### config.mk
export PLATFORM = sky130hd
export DESIGN_NAME = tppm_div_cell
export DESIGN_NICKNAME = d
export VERILOG_FILES = /design/src/rtl/tppm_pkg.sv /design/src/rtl/tppm_div_cell.sv
export SDC_FILE = /design/constraint.sdc
export NUM_CORES = 1
export LEC_CHECK = 0
export ABC_AREA = 1
export BUFFER_PORTS_ARGS = -buffer_cell sky130_fd_sc_hd__clkbuf_2
export CORE_ASPECT_RATIO = 1.1
export CORE_MARGIN = 10
export CORE_UTILIZATION = 31
export DETAILED_ROUTE_END_ITERATION = 8
export PLACE_DENSITY_LB_ADDON = 0.1
export SLEW_MARGIN = 20
export SYNTH_ARGS = -nofsm -noshare
export SYNTH_HDL_FRONTEND = slang
export SYNTH_SLANG_ARGS = --single-unit
### constraint.sdc
create_clock -name clock -period 2.1 [get_ports clock]
set_input_delay 0 -clock clock [delete_from_list [all_inputs] [get_ports clock]]
set_output_delay 0 -clock clock [all_outputs]
set_load 0.01 [all_outputs]
### src/rtl/tppm_pkg.sv
// tppm_pkg: shared types and constants for the three-phase power metrics block
// no dependencies

package tppm_pkg;

   // config register indexes
   localparam int unsigned REG_MIN_VALID_VOLTAGE = 0;
   localparam int unsigned REG_MIN_APPARENT_VA   = 1;

   localparam logic [23:0] APPARENT_MAX = 24'hFFFFFF;
   localparam logic [15:0] PF_ONE       = 16'd32768;

   // radicand width: 2*(2^20)^2 < 2^42
   localparam int unsigned RAD_W   = 42;
   localparam int unsigned ROOT_W  = 21;
   // dividend |P|*32768 < 2^36, divisor 24 bits, quotient kept to 17 bits
   localparam int unsigned DVD_W   = 36;
   localparam int unsigned QUO_W   = 17;

   // payload carried down the cell chain
   typedef struct packed {
      logic [17:0]        total_current;
      logic [15:0]        mean_voltage;
      logic [15:0]        current_imbalance;
      logic signed [20:0] net_power;
      logic [19:0]        abs_p;
      logic [34:0]        vi_sum;      // sum of V*I, 0.001 VA
      logic [15:0]        min_va;
   } carry_type;

   // square root working state
   typedef struct packed {
      logic [RAD_W-1:0]  rem;
      logic [ROOT_W-1:0] root;
   } sqrt_type;

   // divider working state
   typedef struct packed {
      logic [DVD_W-1:0] dvd;      // shifting dividend
      logic [24:0]      rem;      // partial remainder
      logic [QUO_W-1:0] quo;
      logic [23:0]      dvs;
   } div_type;

endpackage

### src/rtl/tppm_div_cell.sv
// tppm_div_cell: one quotient bit of the restoring divider, registered
// depends on tppm_pkg

module tppm_div_cell (
   input  logic                  clock,
   input  logic                  advance,
   input  tppm_pkg::div_type     dv_in,
   input  tppm_pkg::carry_type   cy_in,
   output tppm_pkg::div_type     dv_out,
   output tppm_pkg::carry_type   cy_out
);
   tppm_pkg::div_type   dv_ff, dv_nx;
   tppm_pkg::carry_type cy_ff;
   logic [25:0] shifted;

   // shift in next dividend bit, subtract divisor when it fits
   always_comb begin
      shifted = {dv_in.rem, dv_in.dvd[tppm_pkg::DVD_W-1]};
      dv_nx = dv_in;
      dv_nx.dvd = {dv_in.dvd[tppm_pkg::DVD_W-2:0], 1'b0};
      dv_nx.quo = {dv_in.quo[tppm_pkg::QUO_W-2:0], 1'b0};
      if (shifted >= {2'b00, dv_in.dvs}) begin
         dv_nx.rem = 25'(shifted - {2'b00, dv_in.dvs});
         dv_nx.quo = {dv_in.quo[tppm_pkg::QUO_W-2:0], 1'b1};
      end else begin
         dv_nx.rem = shifted[24:0];
      end
   end

   always_ff @(posedge clock) begin
      if (advance) begin
         dv_ff <= dv_nx;
         cy_ff <= cy_in;
      end
   end

   assign dv_out = dv_ff;
   assign cy_out = cy_ff;
endmodule

[Word level (Yosys, flattened, before mapping)]
Cells that the tools add are included.
Storage, ports and cells
  bits in registers: 243
  latch bits: 0
  RAM bits: 0
  ROM bits: 0
  bits of input ports: 246
  output and inout port bits: 244
  logic and storage cells: 15
  memories: 0
Operators by class
  add/subtract/negate cells: 1
  multipliers: 0
  div/mod/pow operators: 0
  order comparisons: 1
  equal/unequal tests: 0
  shifts and indexed selects: 0
  muxes and demuxes: 2
  bitwise operators: 0
  reduce and logical (&&, ||, !) cells: 0
Operator list (number)
  26-bit by 24-bit >= comparator with 1-bit output: 1
  25-bit two-way mux: 1
  25-bit by 24-bit subtractor with 25-bit output: 1
  1-bit two-way mux: 1

[Logic depth before layout (Yosys ltp)]
  word-level depth: 2
  depth in mapped cells: 14

[Worst setup path before layout]
No wires, ideal clock.
  path type: input -> register
  start: input port dv_in[12] (netlist bit)
  end: register dv_ff (netlist bit dv_out[62]) (data pin)
  library setup time: 0.252 ns
  arrival time: 1.360 ns
  required time: 1.848 ns
  setup slack: 0.488 ns
  stages on the path: 13
  path buffers: 1
  path through: inv_1 -> ha_1 -> nand2_1 -> inv_2 -> nand2_1 -> nand2_1 -> a21oi_2 -> nor2_1 -> nor2_4 -> nand2_4 -> buf_6 -> nand2_1 -> nand2_1
RTL lines
  start: declaration: line tppm_div_cell.sv:7  | input tppm_pkg::div_type dv_in,
  end signal: assignment: line tppm_div_cell.sv:32  | dv_ff <= dv_nx;
  end: declaration: line tppm_div_cell.sv:12  | tppm_pkg::div_type dv_ff, dv_nx;

==> impl_metrics.json <==
{
  "worst_ep_arrival_time_ns": 2.30,
  "maxCapViolCount": 0,
  "die_area_um2": 38700,
  "crit_type": "primary input to register",
  "start_util_pct": 31.6,
  "pin_count": 490,
  "finalSetupTns_ns": 0,
  "port_buffers": 487,
  "synth_compound_area_share_pct": 0.556,
  "synth_seq_cells": 243,
  "synth_area_um2": 9680,
  "yosys.area_share.simple_pct": 14.6,
  "syn-num-nets": 1017,
  "fin_util_pct": 52.5,
  "synthMuxAreaShare_pct": 0,
  "clkSinkCount": 243,
  "power_density_nw_per_um2": 783,
  "synth_cells": 746,
  "drt_iter0_markers": 422,
  "gp_congestion": 0.867,
  "fmax_mhz": 495,
  "areaGrowthSynthToFinish_pct": 66.4,
  "hold_viol": 0,
  "yosys-top-cells-area": "edfxtp_1 (75%), nand2_1 (8.9%), inv_1 (4.4%), ha_1 (3.1%), nand3_1 (2.4%)",
  "hpwlAfterDp_um": 28800,
  "finalCriticalPeriod_ns": 2.02,
  "place_area_um2": 12800,
  "synth_fa_ha_area_share_pct": 3.31,
  "drc": 0,
  "peakVddDrop_uv": 548,
  "yosys.area.top_type": "edfxtp_1",
  "status": "completed",
  "fp.dieW_um": 189,
  "first_pass_iters": 5,
  "die_y_um": 205,
  "cellLeakagePower_nw": 7.61,
  "ys_warn_count": 0,
  "slew_viol_final": 0,
  "cts_buffer_depth": 3,
  "endpoint_kind": "register",
  "fill_cells": 2750,
  "synth_top_area_share_pct": 75.3,
  "grt_max_degree": 48,
  "drtAntennaViolNets": 0,
  "startpoint_type": "primary input",
  "cts_root_buf": "clkbuf_16",
  "post-route-cell-area_um2": 16100,
  "totalWireLength_um": 37300,
  "seq_area_frac_synth_pct": 75.3,
  "worst_hold_slack_ns": 0.189,
  "track_usage_pct": 18.2,
  "htree_levels": 1,
  "synth_top_family_by_area": "simple AND/OR/NAND/NOR gates",
  "routed_via_density": 4.19,
  "final_nets": 1785,
  "drive_above_1_share_pct": 36.4,
  "finalCritPeriodShare_pct": 96.2,
  "setup_viol": 0,
  "grt_pass1_wl_um": 54500,
  "regArea_um2": 7300,
  "grt_setup_unrepaired": "yes",
  "wl_per_cell_um": 19.2,
  "clkTransAtPathRegs_ns": 0.06,
  "grt_pass1_vias": 8695,
  "cts_made_buffers": 26,
  "final_cell_mix": "clkbuf_2 (486), edfxtp_1 (243), dlygate4sd3_1 (243)",
  "grt_overflow": 0,
  "antenna_found_initial": 2,
  "dr_total_vias": 8160,
  "cts_tree": "done",
  "crit_fanout": 7,
  "rows": 67,
  "syn_area_per_cell_um2": 13.0,
  "multi_input_area_um2": 1940,
  "synth_cell_types": 27,
  "core_um2": 30700,
  "layout_commonest_cell": "clkbuf_2",
  "holdCritPathClass": "primary input to register",
  "cp.required_ns": 2.38,
  "synth_xor_area_share_pct": 1.09
}
==> cells in the mapped netlist <==
cell type  number
a21oi_1         9
a21oi_2         1
xor2_1         12
edfxtp_1      243
inv_2           3
nand4_4         1
buf_2           2
nor2_2          3
nand2_4         1
nand2_1       230
nor2_4          2
inv_1         113
buf_6           2
nor3b_1         1
or2_2           2
nor3_1          1
ha_1           24
buf_4           3
conb_1          1
nand4_1         8
nand3b_1        1
nand3_1        46
fa_1            1
nor3_2          1
nor2_1         29
and2_1          4
nand3_2         2
==> worst max-delay path, cell delays in order <==
cell and delay [ns]:
dlygate4sd3_1 0.56, clkbuf_2 0.12, inv_1 0.05, ha_1 0.35, nand2_1 0.13, nor2_2 0.20
nand3_1 0.12, nand3_2 0.16, nand4_4 0.21, buf_4 0.25, nand3_1 0.10, nand2_1 0.05
==> final cells by class <==
type                            instances  share of cell area (%)
Inverter                              116                    2.70
Timing Repair Buffer                  746                    31.5
Tap cell                              414                    3.21
Multi-Input combinational cell        381                    12.0
Sequential cell                       243                    45.3
Clock inverter                         11                   0.808
Clock buffer                           35                    4.38
Antenna cell                            2                  0.0311
==> stage by stage <==
stage	power (mW)	instances	setup slack [ns]
2_1_floorplan	6.79	746	0.488
5_1_grt	13.2	1948	-0.00238
3_5_place_dp	7.81	1654	0.0616
6_report	12.6	1948	0.0802
4_1_cts	12.8	1943	0.0597
3_3_place_gp	7.80	1654	0.0974
==> layer usage <==
metal  routed length (um)  global-route usage [%]
met5                    0                       0
met3                 2100                    4.13
met1                13800                    19.4
met2                20600                    35.2
met4                  828                    4.76
==> registers in the layout (all words and copies together), names as in the netlist <==
name,count
cy_out,142
dv_out,101
==> worst paths after layout <==
path	start	end	cells past startpoint
setup / recovery	dv_in[9]	dv_out[52]	12
hold / removal	cy_in[59]	cy_out[59]	2
==> power by group <==
group	switching (mW)	internal, mW	leakage (nW)
Clock	1.81	2.71	0.401
Combinational	1.19	0.973	4.83
Sequential	0.115	5.83	2.38
==> repair_timing <==
item	4_1_cts	5_1_grt
buffers inserted	0	2
gates resized for setup	0	9
hold endpoints to repair	283	0
hold buffers	243	0
setup endpoints to repair	0	25
==> cell families (layout without fill, tap and decap cells) <==
logic type      after synthesis  count (layout)
xor+xnor                     12              12
flops                       243             243
simple gates                332             333
compound gates               10              10
buf+inv                     123             908
other cells                   1               3
fa+ha+maj                    25              25
Power figures use the tool's default switching activity.
